**config.mk**
```make
export PLATFORM = sky130hd
export DESIGN_NAME = mode_vote_with_early_stop_core
export DESIGN_NICKNAME = d
export VERILOG_FILES = /design/src/hdl/mvote_pkg.sv /design/src/hdl/mvote_eval.sv /design/src/hdl/mode_vote_with_early_stop_core.sv
export SDC_FILE = /design/constraint.sdc
export NUM_CORES = 1
export LEC_CHECK = 0
export BUFFER_PORTS_ARGS = -buffer_cell sky130_fd_sc_hd__clkbuf_2
export CAP_MARGIN = 40
export CORE_ASPECT_RATIO = 0.7
export CORE_UTILIZATION = 45
export DETAILED_ROUTE_END_ITERATION = 8
export PLACE_DENSITY = 0.63
export SYNTH_ARGS = -nofsm -noshare
export SYNTH_HDL_FRONTEND = slang
export SYNTH_HIERARCHICAL = 1
export SYNTH_SLANG_ARGS = --single-unit
```
**constraint.sdc**
```tcl
create_clock -name i_clk -period 17.25 [get_ports i_clk]
set_input_delay 2.5875 -clock i_clk [delete_from_list [all_inputs] [get_ports i_clk]]
set_output_delay 2.5875 -clock i_clk [all_outputs]
set_load 0.01 [all_outputs]
```
**src/hdl/mvote_pkg.sv**
```systemverilog
// ----------------------------------------------------------------------------
// mvote_pkg
// Shared types and codes for the mode vote block with early stop.
// ----------------------------------------------------------------------------
package mvote_pkg;

    localparam int unsigned NUM_ANSWERS = 4;
    localparam int unsigned CNT_W       = 8;
    localparam int unsigned TICK_W      = 16;
    localparam int unsigned ANS_W       = 3;
    localparam int unsigned PCT_W       = 7;
    localparam int unsigned PROD_W      = 15;
    localparam int unsigned CFG_IDX_W   = 8;
    localparam int unsigned CFG_DATA_W  = 16;
    localparam int unsigned S_DATA_W    = 8;
    localparam int unsigned M_DATA_W    = 24;

    // end causes
    localparam logic [1:0] CAUSE_EARLY   = 2'd0;
    localparam logic [1:0] CAUSE_MAX     = 2'd1;
    localparam logic [1:0] CAUSE_TIMEOUT = 2'd2;

    // register indexes
    localparam logic [CFG_IDX_W-1:0] REG_MIN_VOTES   = 8'd0;
    localparam logic [CFG_IDX_W-1:0] REG_MAX_VOTES   = 8'd1;
    localparam logic [CFG_IDX_W-1:0] REG_DOM_PERCENT = 8'd2;
    localparam logic [CFG_IDX_W-1:0] REG_TIMEOUT     = 8'd3;

    // reset values
    localparam logic [CNT_W-1:0]  RST_MIN_VOTES   = 8'd20;
    localparam logic [CNT_W-1:0]  RST_MAX_VOTES   = 8'd100;
    localparam logic [PCT_W-1:0]  RST_DOM_PERCENT = 7'd30;
    localparam logic [TICK_W-1:0] RST_TIMEOUT     = 16'd5000;

    typedef logic [NUM_ANSWERS-1:0][CNT_W-1:0] t_counts;

    typedef struct packed {
        logic [CNT_W-1:0]  min_votes;
        logic [CNT_W-1:0]  max_votes;
        logic [PCT_W-1:0]  dominance_percent;
        logic [TICK_W-1:0] timeout_ticks;
    } t_cfg;

    typedef struct packed {
        t_counts           counts;
        logic [CNT_W-1:0]  votes;
        logic [TICK_W-1:0] ticks;
    } t_run;

    typedef struct packed {
        logic              valid_res;
        logic [ANS_W-1:0]  mode_value;
        logic [CNT_W-1:0]  mode_count;
        logic [CNT_W-1:0]  vote_count;
        logic [1:0]        end_cause;
    } t_result;

endpackage

```
**src/hdl/mvote_eval.sv**
```systemverilog
// ----------------------------------------------------------------------------
// mvote_eval
// Next run state and optional report for one vote or tick transaction.
// ----------------------------------------------------------------------------
module mvote_eval (
    input  mvote_pkg::t_cfg    i_cfg,
    input  mvote_pkg::t_run    i_run,
    input  logic               i_tick,
    input  logic [2:0]         i_answer,
    output mvote_pkg::t_run    o_next,
    output logic               o_emit,
    output mvote_pkg::t_result o_res
);
    import mvote_pkg::*;

    always_comb begin
        t_counts           counts_n;
        logic [CNT_W-1:0]  votes_n;
        logic [TICK_W-1:0] ticks_n;
        logic [ANS_W-1:0]  best_val;
        logic [CNT_W-1:0]  best_cnt;
        logic [ANS_W-1:0]  ans_m1;
        logic              ans_ok;
        logic [PROD_W-1:0] lhs;
        logic [PROD_W-1:0] rhs;
        logic              emit;
        logic [1:0]        cause;

        counts_n = i_run.counts;
        votes_n  = i_run.votes;
        ticks_n  = i_run.ticks;
        emit     = 1'b0;
        cause    = CAUSE_EARLY;
        ans_ok   = (i_answer != 3'd0) && (i_answer <= 3'd4);
        ans_m1   = i_answer - 3'd1;

        if (!i_tick && ans_ok) begin
            counts_n[ans_m1[1:0]] = i_run.counts[ans_m1[1:0]] + 8'd1;
            votes_n = i_run.votes + 8'd1;
        end
        if (i_tick && (i_run.ticks != 16'hFFFF)) begin
            ticks_n = i_run.ticks + 16'd1;
        end

        // strict compare: the smaller answer wins a tie
        best_val = '0;
        best_cnt = '0;
        for (int i = 0; i < NUM_ANSWERS; i++) begin
            if (counts_n[i] > best_cnt) begin
                best_cnt = counts_n[i];
                best_val = ANS_W'(i + 1);
            end
        end

        lhs = PROD_W'(best_cnt) * PROD_W'(100);
        rhs = PROD_W'(i_cfg.dominance_percent) * PROD_W'(votes_n);

        if (i_tick) begin
            if (ticks_n >= i_cfg.timeout_ticks) begin
                emit  = 1'b1;
                cause = CAUSE_TIMEOUT;
            end
        end else if (ans_ok) begin
            if ((votes_n >= i_cfg.min_votes) && (lhs > rhs)) begin
                emit  = 1'b1;
                cause = CAUSE_EARLY;
            end else if (votes_n >= i_cfg.max_votes) begin
                emit  = 1'b1;
                cause = CAUSE_MAX;
            end
        end

        o_emit           = emit;
        o_res.valid_res  = (votes_n >= i_cfg.min_votes);
        o_res.mode_value = best_val;
        o_res.mode_count = best_cnt;
        o_res.vote_count = votes_n;
        o_res.end_cause  = cause;

        if (emit) begin
            o_next = '0;
        end else begin
            o_next.counts = counts_n;
            o_next.votes  = votes_n;
            o_next.ticks  = ticks_n;
        end
    end

endmodule

```
**src/hdl/mode_vote_with_early_stop_core.sv**
```systemverilog
// ----------------------------------------------------------------------------
// mode_vote_with_early_stop_core
// Majority vote over answers 1..4 with early stop on mode dominance.
// ----------------------------------------------------------------------------
// Input stream: s_tuser selects the kind (0 vote, 1 tick), s_tdata[2:0]
// carries the answer. A vote outside 1..4 is dropped silently.
// Output stream: one report per finished run, ended by early convergence,
// by reaching max_votes or by the tick count reaching timeout_ticks.
// Config channel: i_cfg_index selects the register (0 min_votes,
// 1 max_votes, 2 dominance_percent, 3 timeout_ticks); o_cfg_ready is
// always high. Write only while no report is pending.
// Throughput: one transaction per cycle while s_tready is high. Counters, the
// four-way argmax and the threshold compare are evaluated combinationally
// against the run state; the closing transaction's report is registered in
// the output register, or in the skid entry while the receiver stalls.
// Stall: the output register is backed by one skid entry; s_tready drops
// only while both hold a report, so a stalled receiver costs at most one
// further accepted report before the input side stops.
// Reset: registers return to their defaults and the run state clears.
// ----------------------------------------------------------------------------
module mode_vote_with_early_stop_core (
    input  logic                                i_clk,
    input  logic                                i_rst_n,
    input  logic                                s_tvalid,
    output logic                                s_tready,
    input  logic [mvote_pkg::S_DATA_W-1:0]      s_tdata,  // [2:0] answer, [7:3] zero
    input  logic                                s_tuser,  // [0] func
    output logic                                m_tvalid,
    input  logic                                m_tready,
    // [0] valid_res, [3:1] mode_value, [11:4] mode_count, [19:12] vote_count,
    // [21:20] end_cause, [23:22] zero
    output logic [mvote_pkg::M_DATA_W-1:0]      m_tdata,
    input  logic                                i_cfg_valid,
    output logic                                o_cfg_ready,
    input  logic [mvote_pkg::CFG_IDX_W-1:0]     i_cfg_index,
    input  logic [mvote_pkg::CFG_DATA_W-1:0]    i_cfg_data
);
    import mvote_pkg::*;

    t_cfg    r_cfg;
    t_run    r_run;
    logic    r_out_valid;
    t_result r_out;
    logic    r_skid_valid;
    t_result r_skid;

    t_run    n_run;
    logic    emit;
    t_result res;
    logic    accept;

    assign s_tready    = !r_skid_valid;
    assign accept      = s_tvalid && s_tready;
    assign o_cfg_ready = 1'b1;

    mvote_eval u_eval (
        .i_cfg    (r_cfg),
        .i_run    (r_run),
        .i_tick   (s_tuser),
        .i_answer (s_tdata[2:0]),
        .o_next   (n_run),
        .o_emit   (emit),
        .o_res    (res)
    );

    always_ff @(posedge i_clk) begin
        if (!i_rst_n) begin
            r_cfg.min_votes         <= RST_MIN_VOTES;
            r_cfg.max_votes         <= RST_MAX_VOTES;
            r_cfg.dominance_percent <= RST_DOM_PERCENT;
            r_cfg.timeout_ticks     <= RST_TIMEOUT;
            r_run                   <= '0;
            r_out_valid             <= 1'b0;
            r_out                   <= '0;
            r_skid_valid            <= 1'b0;
            r_skid                  <= '0;
        end else begin
            if (i_cfg_valid) begin
                unique case (i_cfg_index)
                    REG_MIN_VOTES:   r_cfg.min_votes         <= i_cfg_data[CNT_W-1:0];
                    REG_MAX_VOTES:   r_cfg.max_votes         <= i_cfg_data[CNT_W-1:0];
                    REG_DOM_PERCENT: r_cfg.dominance_percent <= i_cfg_data[PCT_W-1:0];
                    REG_TIMEOUT:     r_cfg.timeout_ticks     <= i_cfg_data[TICK_W-1:0];
                    default: ;
                endcase
            end

            if (accept) begin
                r_run <= n_run;
            end

            // accept implies the skid entry is free
            if (accept && emit) begin
                if (r_out_valid && !m_tready) begin
                    r_skid       <= res;
                    r_skid_valid <= 1'b1;
                end else begin
                    r_out       <= res;
                    r_out_valid <= 1'b1;
                end
            end else if (r_out_valid && m_tready) begin
                // drain: move skid into the output register, or clear the output valid if the skid is empty
                if (r_skid_valid) begin
                    r_out        <= r_skid;
                    r_skid_valid <= 1'b0;
                end else begin
                    r_out_valid <= 1'b0;
                end
            end
        end
    end

    assign m_tvalid = r_out_valid;
    assign m_tdata  = {2'b00, r_out.end_cause, r_out.vote_count, r_out.mode_count,
                       r_out.mode_value, r_out.valid_res};

endmodule

```
# Word level (Yosys, flattened, before mapping)
# Index checks and enable logic that the tools add are counted.
dict set report op_classes {
  addsub 4
  n_mul 2
  div_mod_pow 0
  n_lt_le_gt_ge 11
  n_eq_ne 7
  shifts 0
  mux 38
  n_bitwise 0
  reduce_logical 24
}
# operator n
set op_table {}
lappend op_table {{$mux 22} 4}
lappend op_table {{$mux 56} 1}
lappend op_table {{$mux 8} 7}
lappend op_table {{$bwmux 32} 1}
lappend op_table {{$mux 32} 1}
lappend op_table {{$gt 8x8->1} 3}
lappend op_table {{$add 16x1->16 const B} 1}
lappend op_table {{$add 8x1->8 const B} 2}
lappend op_table {{$bmux 8 s2} 1}
lappend op_table {{$demux 8 s2} 1}
lappend op_table {{$eq 8x2->1 const B} 2}
lappend op_table {{$ge 16x16->1} 1}
lappend op_table {{$ge 8x8->1} 2}
lappend op_table {{$mux 16} 1}
lappend op_table {{$ne 16x16->1 const B} 1}
lappend op_table {{$gt 15x15->1} 1}
lappend op_table {{$mul 7x8->15} 1}
lappend op_table {{$mux 1} 14}
lappend op_table {{$mul 8x5->13 const B} 1}
lappend op_table {{$mux 2} 6}
lappend op_table {{$reduce_and 2->1} 6}
lappend op_table {{$logic_and 1x1->1} 9}
lappend op_table {{$eq 8x1->1 const B} 1}
lappend op_table {{$gt 8x1->1 const B} 1}
lappend op_table {{12 further kinds} 17}
dict set report word_totals {
  register_bits 141
  latchBits 0
  ram_bits 0
  mem_bits_ro 0
  inputBits 38
  output_inout_bits 27
  elab_cells 108
  mem_count 0
}

# Logic depth before layout (Yosys ltp)
dict set report depth {
  word_depth 24
  mapped_depth 61
  depth_no_buf 53
}

# By module
# The synthesis kept the hierarchy.
# module n_inst cells_each area_per_inst_um2 seq_area_each_um2
set modules_own_cells {}
lappend modules_own_cells {mvote_eval 1 835 6344.8 0.0}
lappend modules_own_cells {mode_vote_with_early_stop_core 1 647 5437.7 2822.7}

# Least setup slack after synthesis
# Ideal clock, no wire load.
dict set report synth_timing {
  path_type {input to register}
  startpoint {input port s_tdata[0] (netlist name)}
  endpoint {register r_skid[8] (netlist name)}
  setup_time_ns 0.070
  arrival_time_ns 14.210
  required_time_ns 17.180
  setup_slack_ns 2.969
  stages 57
  n_path_buf 8
  path_cell_list {buf_6 -> inv_1 -> ha_1 -> buf_2 -> mux4_1 -> and4_1 -> buf_2 -> nand4_2 -> xor2_2 -> a21oi_1 -> ha_1 -> nand2_1 -> o21ai_0 -> mux2i_1 -> a21oi_1 -> clkbuf_1 -> mux2i_1 -> inv_1 -> [21 not listed] -> a21oi_1 -> o21bai_1 -> a21o_1 -> a21oi_1 -> o21ai_0 -> xor2_1 -> ha_1 -> nand4_1 -> or2_2 -> a32o_1 -> nor4_2 -> buf_2 -> or3_1 -> and3b_1 -> buf_2 -> clkbuf_1 -> nand3_1 -> a21oi_1}
}
# element line
set synth_lines {}
lappend synth_lines {{from (decl)} mode_vote_with_early_stop_core.sv:26} ;# input logic [mvote_pkg::S_DATA_W-1:0] s_tdata,
lappend synth_lines {{to (signal assigned)} mode_vote_with_early_stop_core.sv:95} ;# r_skid <= res;
lappend synth_lines {{to (decl)} mode_vote_with_early_stop_core.sv:45} ;# t_result r_skid;

==> results_dict.tcl <==
set metrics [dict create \
    status "complete, no violations" \
    rsz0062_at_grt "false" \
    multi_input_area_um2 8110 \
    crit_buf_inv 8 \
    setup_viol 0 \
    critPathMaxStageDelay_ps 820 \
    synth_warnings 6 \
    worstMarginPinSlew_ps 919 \
    fmax_mhz 62.6 \
    die-area_um2 26800 \
    vias_per_cell 5.64 \
    cp_max_fo 23 \
    worstHoldPathCells 2 \
    tns_ps 0 \
    nNetsFinal 1704 \
    tritoncts "built" \
    p_total_uw 900 \
    drive_above_1_share_pct 10.3 \
    clock_tree.root_cell "clkbuf_16" \
    dp.final_hpwl_um 22300 \
    avgRoutedWirePerCell_um 16.9 \
    path_delay_family "compound AO/OA/AOI/OAI gates" \
    hold_path_class "reg2reg" \
    hold_buffers 0 \
    clock_sinks 141 \
    critPathKind "in2reg" \
    slowest_stage "and3_1" \
    grt_pass1_vias 9480 \
    finalCritPeriodShare_pct 92.6 \
    cts_made_buffers 17 \
    regArea_um2 2820 \
    worst_path_most_repeated_cell "ha_1" \
    fp-row-count 49 \
    fill_cells 2513 \
    synth_area_per_cell_um2 7.95 \
    postRouteAntennaNets 0 \
    finalCriticalPeriod_ps 15970 \
    cp-end-kind "flip-flop" \
    crit_cells 51 \
    synth_cells 1482 \
    grt_max_degree 72 \
    synth.distinct_cells 73 \
    h-tree-depth 4 \
    fin_ws_ps 1280 \
    relSlewSlack_pct 38.7 \
    max_cap_viol_count 0 \
    synth_edf_count 0 \
    post-cts-setup-buffer-count 0 \
    initial_core_util_pct 45.9 \
    critPathArrivalTime_ps 16240 \
    wl_um 31100 \
    ys_ff_latch 141 \
    reg2reg_depth 48 \
    grt.total_usage_pct 23.6 \
    grt_pass1_wl_um 49900 \
    vdd.ir_drop.worst_v 0.0000690 \
    synth_flop_cell "dfxtp_1" \
    final-hold-violation-count 0 \
    clkSlewWorstSetupHoldPaths_ps 70 \
    critPathRequiredTime_ps 17520 \
    place_congestion 0.894 \
    drtPass1Iterations 5 \
    chipWidth_um 195 \
    slew_viol_final 0 \
    antenna_found_initial 0 \
    p_per_area_nw_per_um2 69.5 \
    clock_skew_ps 9.88 \
    async_flop_share_pct 0 \
    worstSetupStartpointType "input port" \
    ys_seq_area_share_pct 24.0 \
    areaGrowthSynthToFinish_pct 9.94 \
    die_h_um 137 \
    io_buffers 56 \
    cts_buffer_depth 2 \
    syn-cell-area_um2 11800 \
    vias 10400 \
    cts_resized 0 \
    core_um2 25700 \
    grt-ovfl-total 0 \
    dp_slack_ps 1000 \
    drt_first_iter_violations 790 \
    io_pins 65 \
    post-route-drc-count 0 \
    p_leak_uw 0.00585 \
    antenna_cells 0 \
    clk_latency_ps 440 \
]
==> cell families (layout without fill, tap and decap cells) <==
family / after synthesis / count (layout) / synth area share (%)
compound gates: 291 / 291 / 15.1
xor+xnor: 49 / 49 / 3.77
fa+ha+maj: 170 / 170 / 20.1
buf+inv: 222 / 248 / 7.67
flops: 141 / 141 / 24.0
mux: 78 / 78 / 7.99
other cells: 2 / 3 / 0.0637
simple gates: 529 / 529 / 21.4
==> registers in the layout, indices dropped and copies added, names as in the netlist <==
register	cells
m_tdata	22
r_run	56
m_tvalid	1
r_skid	22
r_skid_valid	1
r_cfg	39
==> final timing paths <==
kind               from          to  slack, ps
max          s_tdata[0]  m_tdata[0]       1280
min           r_cfg[34]   r_cfg[34]        460
max reg2reg   r_run[43]  m_tdata[0]       4280
min reg2reg   r_cfg[34]   r_cfg[34]        460
==> Yosys cell counts, types with 26 or more instances <==
cell type	count	area, um2
xor2_1	28	245
inv_1	132	495
clkbuf_1	49	184
fa_1	32	641
ha_1	138	1730
a31oi_1	26	163
nand3_1	37	185
mux2i_1	55	551
nand2_1	261	980
a21oi_1	117	586
dfxtp_1	141	2820
nor4_1	41	257
buf_2	31	155
o21ai_0	53	265
nor2_1	68	255
==> layer usage <==
metal	track usage [%]	wire, um	vias up
li1	-	-	5189
met1	34.3	15700	4904
met2	35.6	13300	276
met3	5.02	1870	17
met4	4.72	230	0
met5	0	0	-
==> cell usage in the layout (no fill, tap or decap), types with 4 or more instances in the layout <==
cell type,Yosys,layout
xnor2_1,19,19
and3_1,13,13
and4_1,4,4
a31oi_1,26,25
xor2_1,28,28
nor4b_1,4,4
ha_1,138,138
inv_1,132,132
nand2_1,261,261
nor3_1,20,20
nor2b_1,9,8
buf_4,4,24
mux4_1,6,6
nor4_1,41,41
clkbuf_2,1,56
nor2_1,68,68
o21a_1,8,8
o211ai_1,15,15
clkbuf_16,0,17
nand2b_1,12,11
a311oi_1,23,23
mux2_2,12,12
inv_6,0,6
nand4_1,14,14
mux2i_1,55,55
fa_1,32,32
or3_1,4,4
nand3_1,37,37
and2_1,23,23
a21oi_1,117,117
dfxtp_1,141,141
o21ai_0,53,53
a21o_1,25,25
==> stage by stage <==
step	instance area (um2)	hold slack (ps)	instances	util, %
after global placement	12300	447	1804	47.9
after CTS	13000	461	1840	50.4
after global routing	13000	476	1840	50.4
after floorplan	11800	435	1483	-
final	13000	461	1840	50.4
after detailed placement	12400	452	1808	48.1
==> worst register-to-register path: cells and delay by family, from the launching register on <==
family                     cells  cell delay [ps]
muxes                          4             1770
adders and majority gates      8             2430
xor gates and xnor gates       1              160
AOI/OAI and AO/OA             17             3860
buffers and inverters          6             1210
and+or+nand+nor               12             3020
DFF                            1              330
==> area by class of cell <==
| type | count | area share, % |
|---|---|---|
| Inverter | 133 | 3.87 |
| Tap cell | 331 | 3.20 |
| Clock buffer | 18 | 3.39 |
| Sequential cell | 141 | 21.8 |
| Timing Repair Buffer | 83 | 3.92 |
| Multi-Input combinational cell | 1120 | 62.6 |
| Clock inverter | 14 | 1.20 |
==> power breakdown <==
group / switching [uW] / internal [uW] / total, uW
logic: 116 / 78.4 / 194
registers: 1.22 / 327 / 328
clock network: 158 / 220 / 377
Power figures use the tool's default switching activity.
